**config.mk**
```make
export PLATFORM = sky130hd
export DESIGN_NAME = linear_congruence_pow2_solver
export DESIGN_NICKNAME = d
export VERILOG_FILES = /design/src/rtl/core/lcps_pkg.sv /design/src/rtl/core/linear_congruence_pow2_solver.sv /design/src/rtl/core/lcps_twos.sv /design/src/rtl/core/lcps_bit_step.sv
export SDC_FILE = /design/constraint.sdc
export NUM_CORES = 2
export LEC_CHECK = 0
export BUFFER_PORTS_ARGS = -buffer_cell sky130_fd_sc_hd__clkbuf_2
export CORE_ASPECT_RATIO = 1.4
export CORE_MARGIN = 2
export CORE_UTILIZATION = 40
export DETAILED_ROUTE_END_ITERATION = 10
export GPL_TIMING_DRIVEN = 0
export SLEW_MARGIN = 10
export SYNTH_ARGS = -nofsm -noshare
export SYNTH_HDL_FRONTEND = slang
export SYNTH_SLANG_ARGS = --single-unit
export TNS_END_PERCENT = 1
```
**constraint.sdc**
```tcl
create_clock -name clock -period 12.9 [get_ports clock]
set_clock_uncertainty 0.15 [all_clocks]
set_input_delay 0.645 -clock clock [delete_from_list [all_inputs] [get_ports clock]]
set_output_delay 0.645 -clock clock [all_outputs]
set_load 0.05 [all_outputs]
```
**src/rtl/core/lcps_pkg.sv**
```systemverilog
package lcps_pkg;

   // default cell width of the solver
   localparam int CELL_WIDTH_DEF = 32;

   // result status codes
   typedef enum logic [1:0] {
      ST_SOLVED = 2'd0,
      ST_NONE   = 2'd1,
      ST_ZERO_A = 2'd2
   } status_type;

   // flags that follow an item down the pipeline
   typedef struct packed {
      logic zero_a;   // a was zero after the cut to the cell width
      logic no_sol;   // reduced a even while reduced b odd
   } ctl_type;

endpackage

```
**src/rtl/core/linear_congruence_pow2_solver.sv**
```systemverilog
// Solves a*x = b mod 2^CELL_WIDTH for each item. Common factors of two are
// removed from a and b (their count comes back as common_twos); if the reduced
// a is odd, x = inverse(a) * b wrapped, with status 0. An even reduced a with
// odd reduced b gives status 1, a zero a gives status 2 and zero twos, and
// the solution is 0 on any failure. Three stages find and shift out the
// trailing zeros, then one stage per bit of x (a CELL_WIDTH-bit subtract each)
// solves the congruence, then an output register. The pipeline takes one item
// per cycle while the output is not stalled; a stall holds each stage that
// is full, so the item rate does not depend on the depth of the chain.
module linear_congruence_pow2_solver
   import lcps_pkg::*;
#(
   parameter int CELL_WIDTH = CELL_WIDTH_DEF
) (
   input  logic        clock,
   input  logic        reset,
   input  logic        req_tvalid,
   output logic        req_tready,
   input  logic [63:0] req_tdata,    // coef_a [31:0], rhs_b [63:32]
   output logic        rsp_tvalid,
   input  logic        rsp_tready,
   output logic [39:0] rsp_tdata     // status [1:0], solution [33:2],
                                     // common_twos [38:34], zero [39]
);

   localparam int TW = $clog2(CELL_WIDTH);

   // bit-step chain, index 0 is the output of the trailing-zero stages
   logic                  v_c    [CELL_WIDTH+1];
   logic                  rdy_c  [CELL_WIDTH+1];
   logic [CELL_WIDTH-1:0] a_c    [CELL_WIDTH+1];
   logic [CELL_WIDTH-1:0] r_c    [CELL_WIDTH+1];
   logic [CELL_WIDTH-1:0] x_c    [CELL_WIDTH+1];
   logic [TW-1:0]         twos_c [CELL_WIDTH+1];
   ctl_type               ctl_c  [CELL_WIDTH+1];

   // output register
   logic        rsp_v_ff, rsp_v_in;
   logic [39:0] rsp_data_ff;
   status_type  status_in;
   logic [31:0] solution_in;
   logic [4:0]  twos_in;

   lcps_twos #(
      .CELL_WIDTH (CELL_WIDTH),
      .TW         (TW)
   ) u_twos (
      .clock     (clock),
      .reset     (reset),
      .in_valid  (req_tvalid),
      .in_ready  (req_tready),
      .coef_a    (req_tdata[31:0]),
      .rhs_b     (req_tdata[63:32]),
      .out_valid (v_c[0]),
      .out_ready (rdy_c[0]),
      .out_a     (a_c[0]),
      .out_b     (r_c[0]),
      .out_twos  (twos_c[0]),
      .out_ctl   (ctl_c[0])
   );

   assign x_c[0] = '0;

   // one stage per bit of the solution
   for (genvar i = 0; i < CELL_WIDTH; i++) begin : g_step
      lcps_bit_step #(
         .CELL_WIDTH (CELL_WIDTH),
         .TW         (TW)
      ) u_step (
         .clock     (clock),
         .reset     (reset),
         .in_valid  (v_c[i]),
         .in_ready  (rdy_c[i]),
         .in_a      (a_c[i]),
         .in_r      (r_c[i]),
         .in_x      (x_c[i]),
         .in_twos   (twos_c[i]),
         .in_ctl    (ctl_c[i]),
         .out_valid (v_c[i+1]),
         .out_ready (rdy_c[i+1]),
         .out_a     (a_c[i+1]),
         .out_r     (r_c[i+1]),
         .out_x     (x_c[i+1]),
         .out_twos  (twos_c[i+1]),
         .out_ctl   (ctl_c[i+1])
      );
   end

   // status and masking of the result
   always_comb begin
      if (ctl_c[CELL_WIDTH].zero_a) begin
         status_in = ST_ZERO_A;
      end else if (ctl_c[CELL_WIDTH].no_sol) begin
         status_in = ST_NONE;
      end else begin
         status_in = ST_SOLVED;
      end
   end

   // the final residual is not needed once all bits of x are known
   assign solution_in = (status_in == ST_SOLVED) ? 32'(x_c[CELL_WIDTH]) : 32'd0;
   assign twos_in     = ctl_c[CELL_WIDTH].zero_a ? 5'd0 : 5'(twos_c[CELL_WIDTH]);

   assign rdy_c[CELL_WIDTH] = ~rsp_v_ff | rsp_tready;
   assign rsp_v_in          = rdy_c[CELL_WIDTH] ? v_c[CELL_WIDTH] : rsp_v_ff;

   always_ff @(posedge clock) begin
      if (reset) begin
         rsp_v_ff <= 1'b0;
      end else begin
         rsp_v_ff <= rsp_v_in;
      end
   end

   always_ff @(posedge clock) begin
      if (rdy_c[CELL_WIDTH] && v_c[CELL_WIDTH]) begin
         rsp_data_ff <= {1'b0, twos_in, solution_in, status_in};
      end
   end

   assign rsp_tvalid = rsp_v_ff;
   assign rsp_tdata  = rsp_data_ff;

   // a failed item never carries a solution
   a_fail_zero : assert property (@(posedge clock) disable iff (reset)
      rsp_tvalid && (rsp_tdata[1:0] != ST_SOLVED) |-> rsp_tdata[33:2] == 32'd0)
      else $error("nonzero solution on a failed item");

   // zero multiplier reports no twos
   a_zero_twos : assert property (@(posedge clock) disable iff (reset)
      rsp_tvalid && (rsp_tdata[1:0] == ST_ZERO_A) |-> rsp_tdata[38:34] == 5'd0)
      else $error("twos reported for a zero multiplier");

   // only defined status codes leave the block
   a_status_code : assert property (@(posedge clock) disable iff (reset)
      rsp_tvalid |-> (rsp_tdata[1:0] == ST_SOLVED) || (rsp_tdata[1:0] == ST_NONE)
                     || (rsp_tdata[1:0] == ST_ZERO_A))
      else $error("undefined status code");

   // an item reaching the end of the chain is taken once the output drains
   a_drain : assert property (@(posedge clock) disable iff (reset)
      v_c[CELL_WIDTH] && !rsp_tvalid |=> rsp_tvalid)
      else $error("result lost at the output register");

endmodule

```
**src/rtl/core/lcps_twos.sv**
```systemverilog
module lcps_twos
   import lcps_pkg::*;
#(
   parameter int CELL_WIDTH = CELL_WIDTH_DEF,
   parameter int TW         = $clog2(CELL_WIDTH)
) (
   input  logic                  clock,
   input  logic                  reset,
   input  logic                  in_valid,
   output logic                  in_ready,
   input  logic [31:0]           coef_a,
   input  logic [31:0]           rhs_b,
   output logic                  out_valid,
   input  logic                  out_ready,
   output logic [CELL_WIDTH-1:0] out_a,
   output logic [CELL_WIDTH-1:0] out_b,
   output logic [TW-1:0]         out_twos,
   output ctl_type               out_ctl
);

   localparam int NB = (CELL_WIDTH + 7) / 8;
   localparam int PW = NB * 8;

   function automatic logic [2:0] byte_ctz(input logic [7:0] v);
      logic [2:0] r;
      r = '0;
      for (int k = 7; k >= 0; k--) begin
         if (v[k]) begin
            r = 3'(k);
         end
      end
      return r;
   endfunction

   // stage 1: cut to cell width, per-byte zero flags and trailing zeros
   logic [CELL_WIDTH-1:0] a_w, b_w;
   logic [PW-1:0]         or_p;
   logic                  s1_v_ff, s1_v_in, s1_rdy;
   logic [CELL_WIDTH-1:0] s1_a_ff, s1_b_ff;
   logic [NB-1:0]         s1_nz_ff, s1_nz_in;
   logic [2:0]            s1_ctz_ff [NB];
   logic [2:0]            s1_ctz_in [NB];
   logic                  s1_zero_ff;

   // stage 2: pick lowest nonzero byte
   logic                  s2_v_ff, s2_v_in, s2_rdy;
   logic [CELL_WIDTH-1:0] s2_a_ff, s2_b_ff;
   logic [TW-1:0]         s2_twos_ff, s2_twos_in;
   logic                  s2_zero_ff;

   // stage 3: shift out the common twos
   logic                  s3_v_ff, s3_v_in, s3_rdy;
   logic [CELL_WIDTH-1:0] s3_a_ff, s3_b_ff, a_red, b_red;
   logic [TW-1:0]         s3_twos_ff;
   ctl_type               s3_ctl_ff, s3_ctl_in;

   assign a_w  = CELL_WIDTH'(coef_a);
   assign b_w  = CELL_WIDTH'(rhs_b);
   assign or_p = PW'(a_w | b_w);

   always_comb begin
      for (int j = 0; j < NB; j++) begin
         s1_nz_in[j]  = |or_p[j*8 +: 8];
         s1_ctz_in[j] = byte_ctz(or_p[j*8 +: 8]);
      end
   end

   always_comb begin
      s2_twos_in = '0;
      for (int j = NB - 1; j >= 0; j--) begin
         if (s1_nz_ff[j]) begin
            s2_twos_in = TW'(8 * j + int'(s1_ctz_ff[j]));
         end
      end
   end

   assign a_red            = s2_a_ff >> s2_twos_ff;
   assign b_red            = s2_b_ff >> s2_twos_ff;
   assign s3_ctl_in.zero_a = s2_zero_ff;
   assign s3_ctl_in.no_sol = ~a_red[0];

   // handshake, each stage takes a new item when empty or moving on
   assign s3_rdy   = ~s3_v_ff | out_ready;
   assign s2_rdy   = ~s2_v_ff | s3_rdy;
   assign s1_rdy   = ~s1_v_ff | s2_rdy;
   assign in_ready = s1_rdy;

   assign s1_v_in = s1_rdy ? in_valid : s1_v_ff;
   assign s2_v_in = s2_rdy ? s1_v_ff  : s2_v_ff;
   assign s3_v_in = s3_rdy ? s2_v_ff  : s3_v_ff;

   always_ff @(posedge clock) begin
      if (reset) begin
         s1_v_ff <= 1'b0;
         s2_v_ff <= 1'b0;
         s3_v_ff <= 1'b0;
      end else begin
         s1_v_ff <= s1_v_in;
         s2_v_ff <= s2_v_in;
         s3_v_ff <= s3_v_in;
      end
   end

   always_ff @(posedge clock) begin
      if (s1_rdy && in_valid) begin
         s1_a_ff    <= a_w;
         s1_b_ff    <= b_w;
         s1_nz_ff   <= s1_nz_in;
         s1_ctz_ff  <= s1_ctz_in;
         s1_zero_ff <= ~|a_w;
      end
      if (s2_rdy && s1_v_ff) begin
         s2_a_ff    <= s1_a_ff;
         s2_b_ff    <= s1_b_ff;
         s2_twos_ff <= s2_twos_in;
         s2_zero_ff <= s1_zero_ff;
      end
      if (s3_rdy && s2_v_ff) begin
         s3_a_ff    <= a_red;
         s3_b_ff    <= b_red;
         s3_twos_ff <= s2_twos_ff;
         s3_ctl_ff  <= s3_ctl_in;
      end
   end

   assign out_valid = s3_v_ff;
   assign out_a     = s3_a_ff;
   assign out_b     = s3_b_ff;
   assign out_twos  = s3_twos_ff;
   assign out_ctl   = s3_ctl_ff;

endmodule

```
**src/rtl/core/lcps_bit_step.sv**
```systemverilog
module lcps_bit_step
   import lcps_pkg::*;
#(
   parameter int CELL_WIDTH = CELL_WIDTH_DEF,
   parameter int TW         = $clog2(CELL_WIDTH)
) (
   input  logic                  clock,
   input  logic                  reset,
   input  logic                  in_valid,
   output logic                  in_ready,
   input  logic [CELL_WIDTH-1:0] in_a,
   input  logic [CELL_WIDTH-1:0] in_r,
   input  logic [CELL_WIDTH-1:0] in_x,
   input  logic [TW-1:0]         in_twos,
   input  ctl_type               in_ctl,
   output logic                  out_valid,
   input  logic                  out_ready,
   output logic [CELL_WIDTH-1:0] out_a,
   output logic [CELL_WIDTH-1:0] out_r,
   output logic [CELL_WIDTH-1:0] out_x,
   output logic [TW-1:0]         out_twos,
   output ctl_type               out_ctl
);

   // residual r keeps b - a*x = 2^i * r; the next bit of x is r[0]
   logic                  x_bit;
   logic [CELL_WIDTH-1:0] diff, r_in, x_in;
   logic                  v_ff, v_in;
   logic [CELL_WIDTH-1:0] a_ff, r_ff, x_ff;
   logic [TW-1:0]         twos_ff;
   ctl_type               ctl_ff;

   assign x_bit = in_r[0];
   assign diff  = in_r - (x_bit ? in_a : '0);
   assign r_in  = {1'b0, diff[CELL_WIDTH-1:1]};
   // bits enter at the top and reach their place after the last step
   assign x_in  = {x_bit, in_x[CELL_WIDTH-1:1]};

   assign in_ready = ~v_ff | out_ready;
   assign v_in     = in_ready ? in_valid : v_ff;

   always_ff @(posedge clock) begin
      if (reset) begin
         v_ff <= 1'b0;
      end else begin
         v_ff <= v_in;
      end
   end

   always_ff @(posedge clock) begin
      if (in_ready && in_valid) begin
         a_ff    <= in_a;
         r_ff    <= r_in;
         x_ff    <= x_in;
         twos_ff <= in_twos;
         ctl_ff  <= in_ctl;
      end
   end

   assign out_valid = v_ff;
   assign out_a     = a_ff;
   assign out_r     = r_ff;
   assign out_x     = x_ff;
   assign out_twos  = twos_ff;
   assign out_ctl   = ctl_ff;

endmodule

```
-- Word-level counts from Yosys, hierarchy flattened
Cells that the tools add are included.
- output and inout port bits: 42
- input bits: 68
- logic and storage cells: 480
- register bits after elaboration: 2040
- muxes and demuxes: 65
- add/sub/neg operators: 34
- shifts and indexed selects: 2
- bitwise logic cells: 74
- reductions and logical operators: 51
- operators by type and width (kind ; count):
    right shift 32 x 5 -> 32 bit ; 2
    2-to-1 mux 3 bit ; 18
    NOT 1 bit ; 37
    logical AND 1 bit ; 36
    bitwise OR 1 bit ; 36
    2-to-1 mux 32 bit ; 1
    bitwise OR 32 bit ; 1
    OR reduction 32 bit ; 1
    OR reduction 8 bit ; 4
    subtractor 32 bit ; 1
    2-to-1 mux 31 bit ; 1
    subtractor 31 bit ; 1
    2-to-1 mux 30 bit ; 1
    subtractor 30 bit ; 1
    2-to-1 mux 29 bit ; 1
    subtractor 29 bit ; 1
    2-to-1 mux 28 bit ; 1
    subtractor 28 bit ; 1
    2-to-1 mux 27 bit ; 1
    subtractor 27 bit ; 1
    2-to-1 mux 26 bit ; 1
    subtractor 26 bit ; 1
    2-to-1 mux 25 bit ; 1
    subtractor 25 bit ; 1
    other kinds (52) ; 75

-- Depth between registers and ports, before layout
- word-level depth: 38
- depth in mapped cells: 14

-- Modules after synthesis
From an unflattened synthesis, not the netlist that was laid out.
- cells, all modules: 13280
- area, all modules: 171643.4 µm²
- by module, submodules not included (module ; times used ; sequential area each (µm²) ; area each (µm²) ; cells an instance):
    lcps_bit_step (g_step[21].u_step ...) ; 14 ; 3083.0 ; 4944.7 ; 383
    lcps_bit_step (g_step[14].u_step ...) ; 8 ; 3083.0 ; 4942.2 ; 384
    lcps_bit_step (g_step[10].u_step ...) ; 4 ; 3083.0 ; 5029.8 ; 388
    lcps_twos ; 1 ; 6726.5 ; 11126.9 ; 855
    lcps_bit_step (g_step[0].u_step) ; 1 ; 3083.0 ; 5152.4 ; 420
    lcps_bit_step (g_step[5].u_step) ; 1 ; 3083.0 ; 5012.3 ; 390
    lcps_bit_step (g_step[4].u_step) ; 1 ; 3083.0 ; 5001.0 ; 391
    lcps_bit_step (g_step[9].u_step) ; 1 ; 3083.0 ; 4972.3 ; 382
    lcps_bit_step (g_step[6].u_step) ; 1 ; 3083.0 ; 4968.5 ; 384
    lcps_bit_step (g_step[3].u_step) ; 1 ; 3083.0 ; 4944.7 ; 384
    linear_congruence_pow2_solver ; 1 ; 1191.1 ; 1581.5 ; 88

-- Least setup slack after synthesis
Ideal clock, no wire load.
- path type: input -> register
- from: input port rsp_tready
- to: register u_twos.s3_a_ff[10] (netlist: u_twos.out_a[10]) (enable)
- buffers on the path: 0
- stages: 8
- path slack: 5359 ps
- data required time: 12145 ps
- arrival: 6786 ps
- cell sequence: and4b_4 nand4_4 or4_4 nor4_4 and4_4 and3_4 and2_4 a21boi_0
- cells in the longest elaborated chain, start to end: 35
- ends and longest elaborated chain (item ; RTL line ; RTL):
    start: declaration ; linear_congruence_pow2_solver.sv:21 ; input logic rsp_tready,
    bitwise OR 1 bit ; linear_congruence_pow2_solver.sv:104 ; assign rdy_c[CELL_WIDTH] = ~rsp_v_ff | rsp_tready;
    bitwise OR 1 bit (32 in a row) ; lcps_bit_step.sv:39 ; assign in_ready = ~v_ff | out_ready;
    bitwise OR 1 bit ; lcps_twos.sv:83 ; assign s3_rdy = ~s3_v_ff | out_ready;
    logical AND 1 bit ; lcps_twos.sv:118 ; if (s3_rdy && s2_v_ff) begin
    end signal: assignment ; lcps_twos.sv:119 ; s3_a_ff <= a_red;
    end: declaration ; lcps_twos.sv:53 ; logic [CELL_WIDTH-1:0] s3_a_ff, s3_b_ff, a_red, b_red;
No other way between the ends.
A chain may end at the register's enable or synchronous reset.

-- Worst setup path in the final report
- from: register g_step[1].u_step.r_ff[0]
- to: register g_step[2].u_step.r_ff[22], data pin
- cells in the longest elaborated chain, start to end: 2
- ends and longest elaborated chain (item ; RTL line ; RTL):
    start: declaration ; lcps_bit_step.sv:29 ; logic [CELL_WIDTH-1:0] a_ff, r_ff, x_ff;
    start signal: assignment ; lcps_bit_step.sv:53 ; r_ff <= r_in;
    2-to-1 mux 30 bit ; lcps_bit_step.sv:34 ; assign diff = in_r - (x_bit ? in_a : '0);
    subtractor 30 bit * ; lcps_bit_step.sv:34 ;
    net g_step[2].u_step.diff[23] ; lcps_bit_step.sv:27 ; logic [CELL_WIDTH-1:0] diff, r_in, x_in;
    end signal: assignment ; lcps_bit_step.sv:53 ;
    end: declaration ; lcps_bit_step.sv:29 ;
Mark *: on every way through the listed nets, which the timed path passes. The rest lies on a longest branch.

==> qor.csv <==
stage;metric;value;unit
floorplanning;die span in x;399;microns
pwr;worst vdd ir;0.139;mV
synthesis;mapped cell area;87300;sq um
clock_network;post-CTS resize count;0;
clock_network;CTS tree;done;
place;Port Buffers;107;
clock_network;Sink Count;2009;
sta;Period minus WS final;6010;ps
global_routing;initial antenna violation count;2;
cells_and_area;Area Overhead vs Synth;14.8;%
global_routing;pin count of the biggest net entering global routing;58;
synthesis;Area contributors post-synth;edfxtp_1 68%, ha_1 6.7%, nand2_1 3.2%;
hold_path;Hold Path Origin;g_step[10].u_step.out_twos[4];
hold_path;Hold Path Class;reg2reg;
sta;final hold vios;0;
cells_and_area;Finished Core Util;0.463;
drt;Antenna Nets Post-Route;0;
clock_network;CTS buffer count;196;
setup_path;Reg2Reg Launch Point;g_step[1].u_step.out_r[0];
pwr;Pleak;35.0;nW
synthesis;sequential-to-total area share from yosys stat;0.687;
sta;Final period util;0.466;
synthesis;Synth cell types;87;
floorplanning;Initial Util;0.403;
sta;final setup fails;0;
global_routing;global-route wire length before repair;292;mm
global_routing;Congestion Overflow GR;0;
clock_network;H-tree lvl count;4;
synthesis;Yosys top cell by area;edfxtp_1;
setup_path;arrival time worst endpoint;6430;ps
global_routing;total global routing track utilization;0.172;
floorplanning;Die Y;557;microns
sta;RSZ-0062 raised after global routing;false;
sta;Slew @ Worst Pin;1220;ps
synthesis;async set-or-reset flop fraction in the synthesized netlist;0;
setup_path;CP endpoint kind;flop;
drt;DRT Wirelength;191;mm
floorplanning;die area;222000;sq um
setup_path;crit path kind;reg2reg;
drt;vias per cell;5.14;
sta;Slew Limit Fails;0;
global_routing;via count of the first global-routing pass;52500;
synthesis;top_reg_cell synth;edfxtp_1;
synthesis;Commonest cells post-synth;1973 x edfxtp_1, 755 x nand2_1, 464 x ha_1;
cells_and_area;nets;7189;
drt;TritonRoute pass-1 iters;5;
synthesis;most frequent cell after synthesis;edfxtp_1;
synthesis;Synth top area share;0.679;
setup_path;Crit Path Max Fanout;10;
sta;TNS Setup;0;ps
clock_network;root cell of the clock tree;clkbuf_16;
floorplanning;I/O pin cnt;110;
job;max cap viols;0;
drt;drt drc;0;
run_status;status;finished, final reports clean;
setup_path;critical path startpoint;g_step[1].u_step.out_r[0];
drt;initial DRC count;2360;
synthesis;Post-synth EDFFs;1973;
clock_network;Clk Latency, worst-skew pair;850;ps
pwr;pwr dens;131;nW/um^2
setup_path;Worst Setup Start Kind;flop;
sta;Slew headroom;0.176;
setup_path;WP data required;13320;ps
synthesis;Synth Register Bits;2009;
clock_network;maximum buffer depth of the clock tree;3;
place;Post-DP HPWL;147;mm
synthesis;Gate Count Post-Synth;6164;
floorplanning;Rows;202;
synthesis;Ys Warns;0;
clock_network;CTS clk-pin slew, worst paths;70;ps
place;RePlAce Congestion;0.925;
floorplanning;CORE AREA;217000;sq um
drt;routed vias;49600;
drt;average wire per standard cell;19.8;microns
synthesis;syn avg cell area;14.2;sq um
cells_and_area;share of layout cells above drive strength 1;0.0833;
sta;Max Clock Freq;166;MHz
cell type report:
cell class	count	area (sq um)
multi-input combinational	3881	26600
fill	18600	116000
clock inverter	123	1340
buffer	109	413
antenna	9	22.5
clock buffer	231	5060
timing repair buffer	235	2480
sequential	2009	60000
inverter	195	732
tap	2856	3570
power breakdown:
part | total (mW) | switching [mW] | internal (mW)
sequential | 7.16 | 0.0212 | 7.14
clock | 5.69 | 2.47 | 3.22
combinational | 0.320 | 0.196 | 0.123
total | 13.2 | 2.69 | 10.5
registers in the layout, indices dropped and copies added, names as in the netlist, 5 cells and up:
register	flops
g_step.u_step.out_a	465
g_step.u_step.out_ctl	64
g_step.u_step.out_r	496
g_step.u_step.out_twos	160
g_step.u_step.out_valid	32
g_step.u_step.out_x	528
rsp_tdata	39
u_twos.out_a	31
u_twos.out_b	32
u_twos.out_twos	5
u_twos.s1_a_ff	32
u_twos.s1_b_ff	32
u_twos.s1_ctz_ff	12
u_twos.s2_a_ff	32
u_twos.s2_b_ff	32
u_twos.s2_twos_ff	5
cell usage in the layout, fill, tap and decap left out, types with 65 or more instances in the layout:
cell	instances
a21o_1	95
clkbuf_16	197
ha_1	464
a21oi_1	302
xnor2_1	305
inv_1	194
xor2_1	108
dlygate4sd3_1	67
o21ai_0	204
o21a_1	120
nor2b_1	72
clkbuf_2	107
nor3_1	120
nand2b_1	65
edfxtp_1	1973
nand2_1	755
nor2_1	431
clkbuf_1	135
nand3_1	84
logic make-up after synthesis:
| family | synth area share |
|---|---|
| AND/OR/NAND/NOR | 0.0908 |
| other | 0.0000430 |
| buffers and inverters | 0.0131 |
| multiplexers | 0.0138 |
| adder cells (fa/ha/maj) | 0.0734 |
| AO/OA/AOI/OAI | 0.0804 |
| XOR/XNOR | 0.0414 |
| flip-flops | 0.687 |
worst max-delay path, cell delays in order (launching register included):
cell and delay, ps:
edfxtp_1 700, clkbuf_1 760, clkbuf_1 430, nand2_1 100, ha_1 240, or3_1 400, o221ai_1 270, o21ai_0 200
o31ai_1 540, a311oi_1 280, o211ai_1 500, nand2_1 320, a2111oi_0 530, nor3_1 140, xor2_1 170
path summary, 6_finish.rpt:
check                           slack, ps                       endpoint  depth (start not counted)
worst max-delay path                 6890     g_step[2].u_step.out_r[22]                         14
worst min register to register        240  g_step[11].u_step.out_twos[4]                          0
worst max register to register       6890     g_step[2].u_step.out_r[22]                         14
worst min-delay path                  240  g_step[11].u_step.out_twos[4]                          0
what timing repair did:
item	in CTS	in global routing
hold buffers	67	0
endpoints found under the hold margin	75	0
buffers inserted	0	0
routing by layer:
layer,track usage,vias to the layer above,routed length (microns)
li1,-,23900,-
met1,0.140,24400,58000
met2,0.363,867,114000
met3,0.0230,460,4810
met4,0.118,0,14400
met5,0,-,0
metrics by stage:
stage	setup slack, ps	area (sq um)	total power [mW]	hold slack (ps)	cells
floorplan	5360	87400	7.48	250	6194
global placement	2250	91500	7.60	250	9157
detailed placement	6730	93100	7.60	255	9218
CTS	6630	100000	13.3	240	9639
global route	6630	100000	13.6	241	9645
finish	6890	100000	13.2	242	9648
(Power assumes the default switching activity.)
